**src/design/vvfc_pkg.sv**
```systemverilog
`timescale 1ns / 1ps

package vvfc_pkg;

  // Default geometry
  localparam int CHUNK_EDGE_DEF = 16;
  localparam int TYPE_COUNT_DEF = 4;

  // Fixed field widths
  localparam int COORD_W = 4;
  localparam int TYPE_W  = 2;
  localparam int OP_W    = 2;
  localparam int DIR_W   = 3;
  localparam int MASK_W  = 4;
  localparam int VB_W    = 17;
  localparam int DIR_N   = 6;
  localparam int STEP_W  = 3;

  localparam logic [VB_W-1:0] VB_MAX  = {VB_W{1'b1}};
  localparam logic [VB_W-1:0] VB_STEP = VB_W'(4);

  localparam logic [MASK_W-1:0] ENABLE_RST = {MASK_W{1'b1}};

  // Operation codes
  localparam logic [OP_W-1:0] OP_WRITE = 2'd0;
  localparam logic [OP_W-1:0] OP_SCAN  = 2'd1;
  localparam logic [OP_W-1:0] OP_CLEAR = 2'd2;

  // Face directions
  localparam logic [DIR_W-1:0] DIR_PX = 3'd0;
  localparam logic [DIR_W-1:0] DIR_PY = 3'd1;
  localparam logic [DIR_W-1:0] DIR_NX = 3'd2;
  localparam logic [DIR_W-1:0] DIR_NY = 3'd3;
  localparam logic [DIR_W-1:0] DIR_PZ = 3'd4;
  localparam logic [DIR_W-1:0] DIR_NZ = 3'd5;

  // Read steps: the center cell, then one per direction
  localparam logic [STEP_W-1:0] STEP_CENTER = 3'd0;
  localparam logic [STEP_W-1:0] STEP_LAST   = 3'd6;

  typedef struct packed {
    logic              sweep;
    logic              write;
    logic              clear_cnt;
    logic              capture;
    logic              read;
    logic [STEP_W-1:0] step;
    logic              emit;
  } cmd_t;

  typedef struct packed {
    logic sweep_last;
    logic scan_ok;
    logic face_avail;
    logic face_last;
  } status_t;

endpackage

```
**src/design/vvfc_ctrl.sv**
```systemverilog
`timescale 1ns / 1ps

module vvfc_ctrl (
  input  logic                            clk,
  input  logic                            rst_n,
  input  logic                            start,
  input  logic [vvfc_pkg::OP_W-1:0]       in_operation,
  input  vvfc_pkg::status_t               status,
  output vvfc_pkg::cmd_t                  cmd,
  output logic                            busy
);

  typedef enum logic [4:0] {
    ST_SWEEP = 5'b00001,
    ST_IDLE  = 5'b00010,
    ST_READ  = 5'b00100,
    ST_DRAIN = 5'b01000,
    ST_EMIT  = 5'b10000
  } state_t;

  state_t                        state_r, state_nxt;
  logic [vvfc_pkg::STEP_W-1:0]   step_r, step_nxt;
  logic                          accept;

  assign busy   = (state_r != ST_IDLE);
  assign accept = start && !busy;

  // Next state and command decode
  always_comb begin
    state_nxt     = state_r;
    step_nxt      = step_r;
    cmd           = '0;
    cmd.step      = step_r;
    unique case (state_r)
      ST_SWEEP: begin
        cmd.sweep = 1'b1;
        if (status.sweep_last) begin
          state_nxt = ST_IDLE;
        end
      end
      ST_IDLE: begin
        if (accept) begin
          if (in_operation == vvfc_pkg::OP_WRITE) begin
            cmd.write = 1'b1;
          end else if (in_operation == vvfc_pkg::OP_CLEAR) begin
            cmd.clear_cnt = 1'b1;
          end else if (in_operation == vvfc_pkg::OP_SCAN && status.scan_ok) begin
            cmd.capture = 1'b1;
            step_nxt    = vvfc_pkg::STEP_CENTER;
            state_nxt   = ST_READ;
          end
        end
      end
      ST_READ: begin
        cmd.read = 1'b1;
        if (step_r == vvfc_pkg::STEP_LAST) begin
          state_nxt = ST_DRAIN;
        end else begin
          step_nxt = step_r + 1'b1;
        end
      end
      ST_DRAIN: begin
        state_nxt = ST_EMIT;
      end
      ST_EMIT: begin
        cmd.emit = 1'b1;
        if (!status.face_avail || status.face_last) begin
          state_nxt = ST_IDLE;
        end
      end
      default: begin
        state_nxt = ST_IDLE;
      end
    endcase
  end

  always_ff @(posedge clk) begin
    if (!rst_n) begin
      state_r <= ST_SWEEP;
      step_r  <= vvfc_pkg::STEP_CENTER;
    end else begin
      state_r <= state_nxt;
      step_r  <= step_nxt;
    end
  end

endmodule

```
**config.mk**
```make
export PLATFORM = sky130hd
export DESIGN_NAME = vvfc_ctrl
export DESIGN_NICKNAME = d
export VERILOG_FILES = /design/src/design/vvfc_pkg.sv /design/src/design/vvfc_ctrl.sv
export SDC_FILE = /design/constraint.sdc
export NUM_CORES = 1
export LEC_CHECK = 0
export BUFFER_PORTS_ARGS = -buffer_cell sky130_fd_sc_hd__buf_2
export CORE_AREA = 2 2 39 41
export CTS_CLUSTER_DIAMETER = 50
export DETAILED_ROUTE_END_ITERATION = 10
export DIE_AREA = 0 0 41 43
export GPL_TIMING_DRIVEN = 0
export PLACE_DENSITY_LB_ADDON = 0.08
export SETUP_SLACK_MARGIN = 0.15
export SLEW_MARGIN = 0
export SYNTH_ARGS = -nofsm -noshare
export SYNTH_HDL_FRONTEND = slang
export SYNTH_SLANG_ARGS = --single-unit
```
**constraint.sdc**
```tcl
create_clock -name clk -period 1.4 [get_ports clk]
set_input_delay 0.21 -clock clk [delete_from_list [all_inputs] [get_ports clk]]
set_output_delay 0.21 -clock clk [all_outputs]
set_load 0.1 [all_outputs]
```
==> results of run 1 <==
[cells in the mapped netlist, types with 2 or more instances]
library cell,count,area share (%)
and2_1,2,2.5
dfxtp_1,8,32
o22ai_1,2,2.5
nand3_1,3,3.0
nor2_1,5,3.8
inv_1,4,3.0
ha_1,2,5.0
nor2b_1,2,2.5
nand2_1,6,4.5
nor3_1,2,2.0
o21ai_0,2,2.0
a21oi_1,2,2.0
[worst register-to-register path, cell delays in order (launching register included)]
cell	delay, ps
dfxtp_2	320
or3_4	400
buf_4	150
buf_6	100
buf_6	120
nor4_4	250
o21bai_1	130
[final cells by class]
class | instances | share of cell area, %
Inverter | 5 | 3.050
Timing Repair Buffer | 28 | 28.21
Buffer | 2 | 1.525
Clock buffer | 4 | 2.668
Tap cell | 16 | 2.033
Multi-Input combinational cell | 44 | 43.96
Sequential cell | 8 | 18.55
[per-stage QoR]
| stage | utilization (%) | hold WS [ps] | cells |
|---|---|---|---|
| 6_report | 71.16 | 149.9 | 107 |
| 5_1_grt | 71.16 | 174.3 | 107 |
| 4_1_cts | 66.82 | 146.1 | 104 |
| 3_5_place_dp | 47.83 | 427.0 | 92 |
| 3_3_place_gp | 47.83 | 421.6 | 92 |
| 2_1_floorplan | - | 316.7 | 59 |
[sequential cells by signal (all words and copies together), names as in the netlist]
name     flops
state_r      5
step_r       3
[logic make-up after synthesis]
group / after synthesis
buf+inv: 7
fa+ha+maj: 2
compound gates: 11
simple gates: 31
flops: 8
[layout by cell type (no fill, tap or decap), types with 3 or more instances in the layout]
cell / instances
buf_12: 5
buf_2: 7
buf_4: 9
buf_6: 7
clkbuf_4: 4
dfxtp_2: 3
dfxtp_4: 5
nand2_1: 5
nor2_4: 4
[worst max path at each step]
stage / depth (start not counted) / from / slack [ps] / to
finish: 5 / state_r[4] / -470 / cmd[7]
global route: 5 / state_r[4] / -540 / cmd[7]
CTS: 5 / state_r[3] / -510 / cmd[7]
detailed placement: 5 / state_r[0] / -460 / cmd[7]
global placement: 5 / state_r[0] / -450 / cmd[7]
floorplan: 4 / state_r[0] / -880 / cmd[7]
[power breakdown]
group / internal (mW) / switching (mW)
combinational: 0.0977 / 0.116
clock: 0.110 / 0.0883
sequential: 0.226 / 0.0112
[routing by layer]
layer  vias up  track usage, %  wire (µm)
met2        21           28.13        690
met1       261           22.01        586
met5         -               0          0
met4         0           2.000          0
li1        277               -          -
met3         0           8.377        100
[what timing repair did]
item | 4_1_cts | 5_1_grt
pin swaps | 12 | 7
buffers inserted | 8 | 3
setup endpoints to repair | 14 | 14
gates cloned | 0 | 0
resized for setup | 49 | 8
==> metrics.md, run 1 <==
| Metric | Value |
|---|---|
| Fillers | `112` |
| Worst path arrival time | `1660 ps` |
| #FFs+latches synth | `8` |
| Synth Warn # | `0` |
| Worst Hold Path EP | `state_r[0]` |
| Hold-fix buffers, CTS | `0` |
| Clk pin slew, worst setup/hold paths | `60 ps` |
| Hold_sp | `status[3]` |
| Insertion delay to the later sink of the worst-skew pair | `260 ps` |
| Congestion Overflow GR | `0` |
| Pre-antenna DRT Iters | `4` |
| Outcome | `complete, but fails checks` |
| Tot GR Track Use | `17.81%` |
| Worst r2r dst | `step_r[1]` |
| First-pass GRT wire length | `2139 µm` |
| H-tree depth | `1` |
| Crit path max-delay cell type | `or3_4` |
| CTS sink cnt | `8` |
| Crit end category | `output port` |
| Total CTS buffers | `3` |
| Buf/Inv on CP | `2` |
| Max Cap Violations | `0` |
| Post-synthesis adder-cell area fraction | `5.051%` |
| Multi-input gate area | `432.9 µm²` |
| Total power | `0.6488 mW` |
| Vias in the first global route | `502` |
| Sequential fraction of the synthesis area | `32.32%` |
| Worst IR Drop VDD | `0.5583 mV` |
| Critical path's top delay family | `simple AND/OR/NAND/NOR gates` |
| Synth async-reset ratio | `0%` |
| Tcrit/Tclk final | `133.5%` |
| Post-synthesis xor/xnor area fraction | `0%` |
| Place WS | `-458.2 ps` |
| Wire length per cell | `12.87 µm` |
| PortBufs | `17` |
| R2r startpoint | `state_r[4]` |
| Layout Nets | `103` |
| Die footprint | `1763 µm²` |
| Unrepaired setup endpoints after global routing | `yes` |
| Mapped cell area | `495.5 µm²` |
| Root Buffer | `clkbuf_4` |
| Design Area, Final | `984.7 µm²` |
| Number of synthesized flops with an enable pin | `0` |
| Hold crit path type | `input port to register` |
| Avg Inst Size Synth | `8.398 µm²` |
| Worst clock skew | `4.336 ps` |
| # diodes | `0` |
| Iter 0 DRT Violations | `12` |
| CP max stage delay | `400 ps` |
| DR DRC count | `0` |
| Largest net degree at the start of global routing | `11` |
| Final Setup Violations | `10` |
| Synth Instances | `59` |
| Largest family of logic cells by synthesized area | `simple AND/OR/NAND/NOR gates` |
| Via/cell ratio | `5.224` |
| Compound-Gate Fraction of Synth Area | `14.90%` |
| Crit-path max FO | `3` |
| Synth Area in Simple Gates | `41.67%` |
| HPWL Detailed | `792.7 µm` |
| Chip Width | `41 µm` |
| Syn-to-layout area delta | `98.74%` |
| Worst Setup Start Kind | `register` |
| Final Hold Viols | `0` |
| Deepest clock path buffer count | `2` |
| PD cells | `658.9 nW/µm²` |
| Die Ht | `43 µm` |
| Routed WL | `1377 µm` |
| Detailed-route via count | `559` |
| Crit Path Class | `register to output port` |
| WHS Path Cells | `2` |
| Netlist cell types | `31` |
| CP Data Required Time | `1190 ps` |
| Antenna violations before repair | `0` |
| Multiplexer area fraction after synthesis | `0%` |
| GP Congestion | `0.6949` |
| Cell row count | `14` |
| Setup_tns | `-2176 ps` |
| Worst-margin pin slew | `400.6 ps` |
| Dominant synthesized flop cell | `dfxtp_1` |
| Remaining antenna violation count | `0` |
| FF-to-FF setup slack | `-140 ps` |
| Worst-path cell chain | `or3_4, nor2_4, inv_8, nor4b_4, buf_6` |
| Failing checks | `negative setup slack` |
| FF+latch area | `182.7 µm²` |
| Setup ws final | `-469.1 ps` |
| I/O Pins | `19` |
| Count of final max-slew check failures | `0` |
| Leakage | `0.3831 nW` |
| Post-placement cell area | `661.9 µm²` |
| Period minus WS final | `1869 ps` |
| CTS tree | `yes` |
| Total core area | `1384 µm²` |
| Slew HR | `73.29%` |
| Reg2Reg Depth | `6` |
| Peak Freq | `535.0 MHz` |
| Layout cells sized above 1 | `69.23%` |
| Syn_nets | `70` |
| Starting Density | `35.80%` |
(Power assumes the default switching activity.)
==> inputs of run 2 (changes only) <==
- ABC_AREA: not set -> 1
- clock period: 1.4 -> 2.4 ns (I/O delays scaled with it)
==> metrics.md, run 2 <==
| Metric | Value |
|---|---|
| Crit Path Class | `register to output port` |
| Count of final max-slew check failures | `0 (unchanged)` |
| Total CTS buffers | `3 (unchanged)` |
| Avg Inst Size Synth | `7.090 µm² (-16%)` |
| Worst IR Drop VDD | `0.2580 mV (-54%)` |
| Area leader, netlist | `dfxtp_1` |
| #FFs+latches synth | `8 (unchanged)` |
| Resized Gates After CTS | `0 (-100%)` |
| Root Buffer | `clkbuf_4` |
| Leakage | `0.3493 nW (-8.8%)` |
| Synth cell count leaders | `13 x inv_1, 10 x nand2_1, 9 x nor2_1` |
| Unrepaired setup endpoints after global routing | `no` |
| Cell row count | `14 (unchanged)` |
| Layout Nets | `106 (+2.9%)` |
| CP max stage delay | `460 ps (+60 ps)` |
| Chip Width | `41 µm (unchanged)` |
| PD cells | `490.0 nW/µm² (-26%)` |
| CTS sink cnt | `8 (unchanged)` |
| Hold_sp | `rst_n` |
| CP Data Required Time | `2040 ps (+850 ps)` |
| H-tree depth | `1 (unchanged)` |
| Max Cap Violations | `0 (unchanged)` |
| Clk pin slew, worst setup/hold paths | `60 ps (about the same)` |
| Final Setup Violations | `0 (-10)` |
| Hold crit path type | `input port to register` |
| Antenna violations before repair | `0 (unchanged)` |
| Total core area | `1384 µm² (unchanged)` |
| Critical Path Source | `state_r[3]` |
| Via/cell ratio | `4.661 (-11%)` |
| R2r startpoint | `step_r[0]` |
| Synth Instances | `72 (+22%)` |
| Max reg flops | `5 (unchanged)` |
| Setup_tns | `0 ps (+2176 ps)` |
| Synth Warn # | `0 (unchanged)` |
| Starting Density | `36.89% (+1.1 points)` |
| Post-synth top area share | `31.37% (-0.95 points)` |
| Detailed-route via count | `508 (-9.1%)` |
| FF-to-FF setup slack | `1050 ps (+1190 ps)` |
| Syn-to-layout area delta | `33.33%` |
| Crit-path max FO | `4 (+1)` |
| Remaining antenna violation count | `0 (unchanged)` |
| Crit end category | `output port` |
| I/O Pins | `19 (unchanged)` |
| DR DRC count | `0 (unchanged)` |
| Top area cells in the synthesized netlist | `dfxtp_1 31%, inv_1 9.6%, nand2_1 7.4%` |
| Peak Freq | `479.4 MHz` |
| Total power | `0.3336 mW (-49%)` |
| Most numerous cell in the Yosys netlist | `inv_1` |
| Number of synthesized flops with an enable pin | `0 (unchanged)` |
| Crit path max-delay cell type | `buf_2` |
| Sequential fraction of the synthesis area | `31.37% (-0.95 points)` |
| Largest Register | `state_r` |
| PortBufs | `18 (+1)` |
| Outcome | `completed` |
| GP Congestion | `0.6484 (-6.7%)` |
| Worst Setup Start Kind | `register` |
| Post-CTS setup buffers | `0 (-8)` |
| Routed WL | `1046 µm (-24%)` |
| Layout cells sized above 1 | `43.01% (-26 points)` |
| Post-placement cell area | `655.6 µm² (-0.95%)` |
| Iter 0 DRT Violations | `7 (-5)` |
| Slew HR | `67.93% (-5.4 points)` |
| Wire length per cell | `9.596 µm (-25%)` |
| Netlist cell types | `21 (-32%)` |
| First-pass GRT wire length | `1752 µm (-18%)` |
| Most frequent cells in the layout | `17 x buf_2, 13 x inv_1, 10 x nand2_1` |
| Largest net degree at the start of global routing | `7 (-4)` |
| Tot GR Track Use | `15.02% (-2.8 points)` |
| Worst-path cell chain | `nor2_2, nand2_2, nor2_4, inv_1, nor4_4, buf_2` |
| Fillers | `150 (+34%)` |
| CTS tree | `yes` |
| Tcrit/Tclk final | `86.92%` |
| Share of the core filled with cells | `49.19% (-22 points)` |
| HPWL Detailed | `847.3 µm (+6.9%)` |
| Top flop regs | `state_r: 5 flops, step_r: 3 flops` |
| Worst path arrival time | `1730 ps (+70 ps)` |
| Vias in the first global route | `433 (-14%)` |
| Pre-antenna DRT Iters | `3 (-1)` |
| Syn_nets | `83 (+19%)` |
| Final Hold Viols | `0 (unchanged)` |
| Most common cell after layout, fill and taps aside | `buf_2` |
| Period minus WS final | `2086 ps` |
| Hold-fix buffers, CTS | `0 (unchanged)` |
| Dominant synthesized flop cell | `dfxtp_1` |
| Design Area, Final | `680.7 µm² (-31%)` |
| Insertion delay to the later sink of the worst-skew pair | `260 ps (about the same)` |
| Die footprint | `1763 µm² (unchanged)` |
| Congestion Overflow GR | `0 (unchanged)` |
| Mapped cell area | `510.5 µm² (+3.0%)` |
| Deepest clock path buffer count | `2 (unchanged)` |
| # diodes | `0 (unchanged)` |
| Worst clock skew | `10.56 ps (+6.222 ps)` |
| Worst-margin pin slew | `484.4 ps (+83.73 ps)` |
| Synth async-reset ratio | `0% (unchanged)` |
| Die Ht | `43 µm (unchanged)` |
[run 2: changes by cell type after synthesis, moves of 4 or more]
| cell | delta |
|---|---|
| inv_1 | +9 |
| nor2_2 | +4 |
| nor2_1 | +4 |
| nand2_1 | +4 |
[run 2: cell type report]
type	instances	area, µm²	share of cell area (%)
well taps	16	20.02	2.941
plain buffers	1	7.507	1.103
multi-input cells	49	325.3	47.79
inverters	14	52.55	7.721
clock buffers	3	22.52	3.309
repair buffers	18	92.59	13.60
flip-flops and latches	8	160.2	23.53
[run 2: final timing paths]
| check | end | depth (start not counted) |
|---|---|---|
| worst min register to register | state_r[4] | 2 |
| worst min-delay path | state_r[0] | 2 |
| worst max register to register | step_r[1] | 8 |
| worst max-delay path | cmd[7] | 6 |
[run 2: kinds of logic after synthesis]
kind of cell / Yosys count / synth area share (%)
buffers and inverters: 15 / 11.77
AO/OA/AOI/OAI: 8 / 9.313
AND/OR/NAND/NOR: 39 / 42.65
adder cells (fa/ha/maj): 2 / 4.901
flip-flops: 8 / 31.37
[run 2: through the flow]
stage	std cells	worst slack (ps)	hold slack (ps)
floorplan	72	-220.1	430.0
global placement	106	593.2	525.6
detailed placement	106	571.2	522.7
CTS	109	298.0	323.3
global route	109	150.7	333.0
finish	109	313.9	331.7
[run 2: worst max-delay path, delay by kind of cell (launching register included)]
kind                   cells  cell delay (ps)
AND/OR/NAND/NOR            4              570
flip-flops                 1              330
buffers and inverters      2              580
[run 2: routing by layer]
layer  vias to the layer above  track usage [%]  wire (µm)
met3                         4            4.712         52
met2                        12            23.13        503
li1                        275                -          -
met4                         0            8.000         24
met1                       217            17.59        464
met5                         -                0          0
[run 2: report_power, final]
| group | internal [mW] | total, mW | switching, mW |
|---|---|---|---|
| sequential | 0.137 | 0.144 | 0.00640 |
| clock | 0.0573 | 0.104 | 0.0469 |
| combinational | 0.0217 | 0.0858 | 0.0642 |
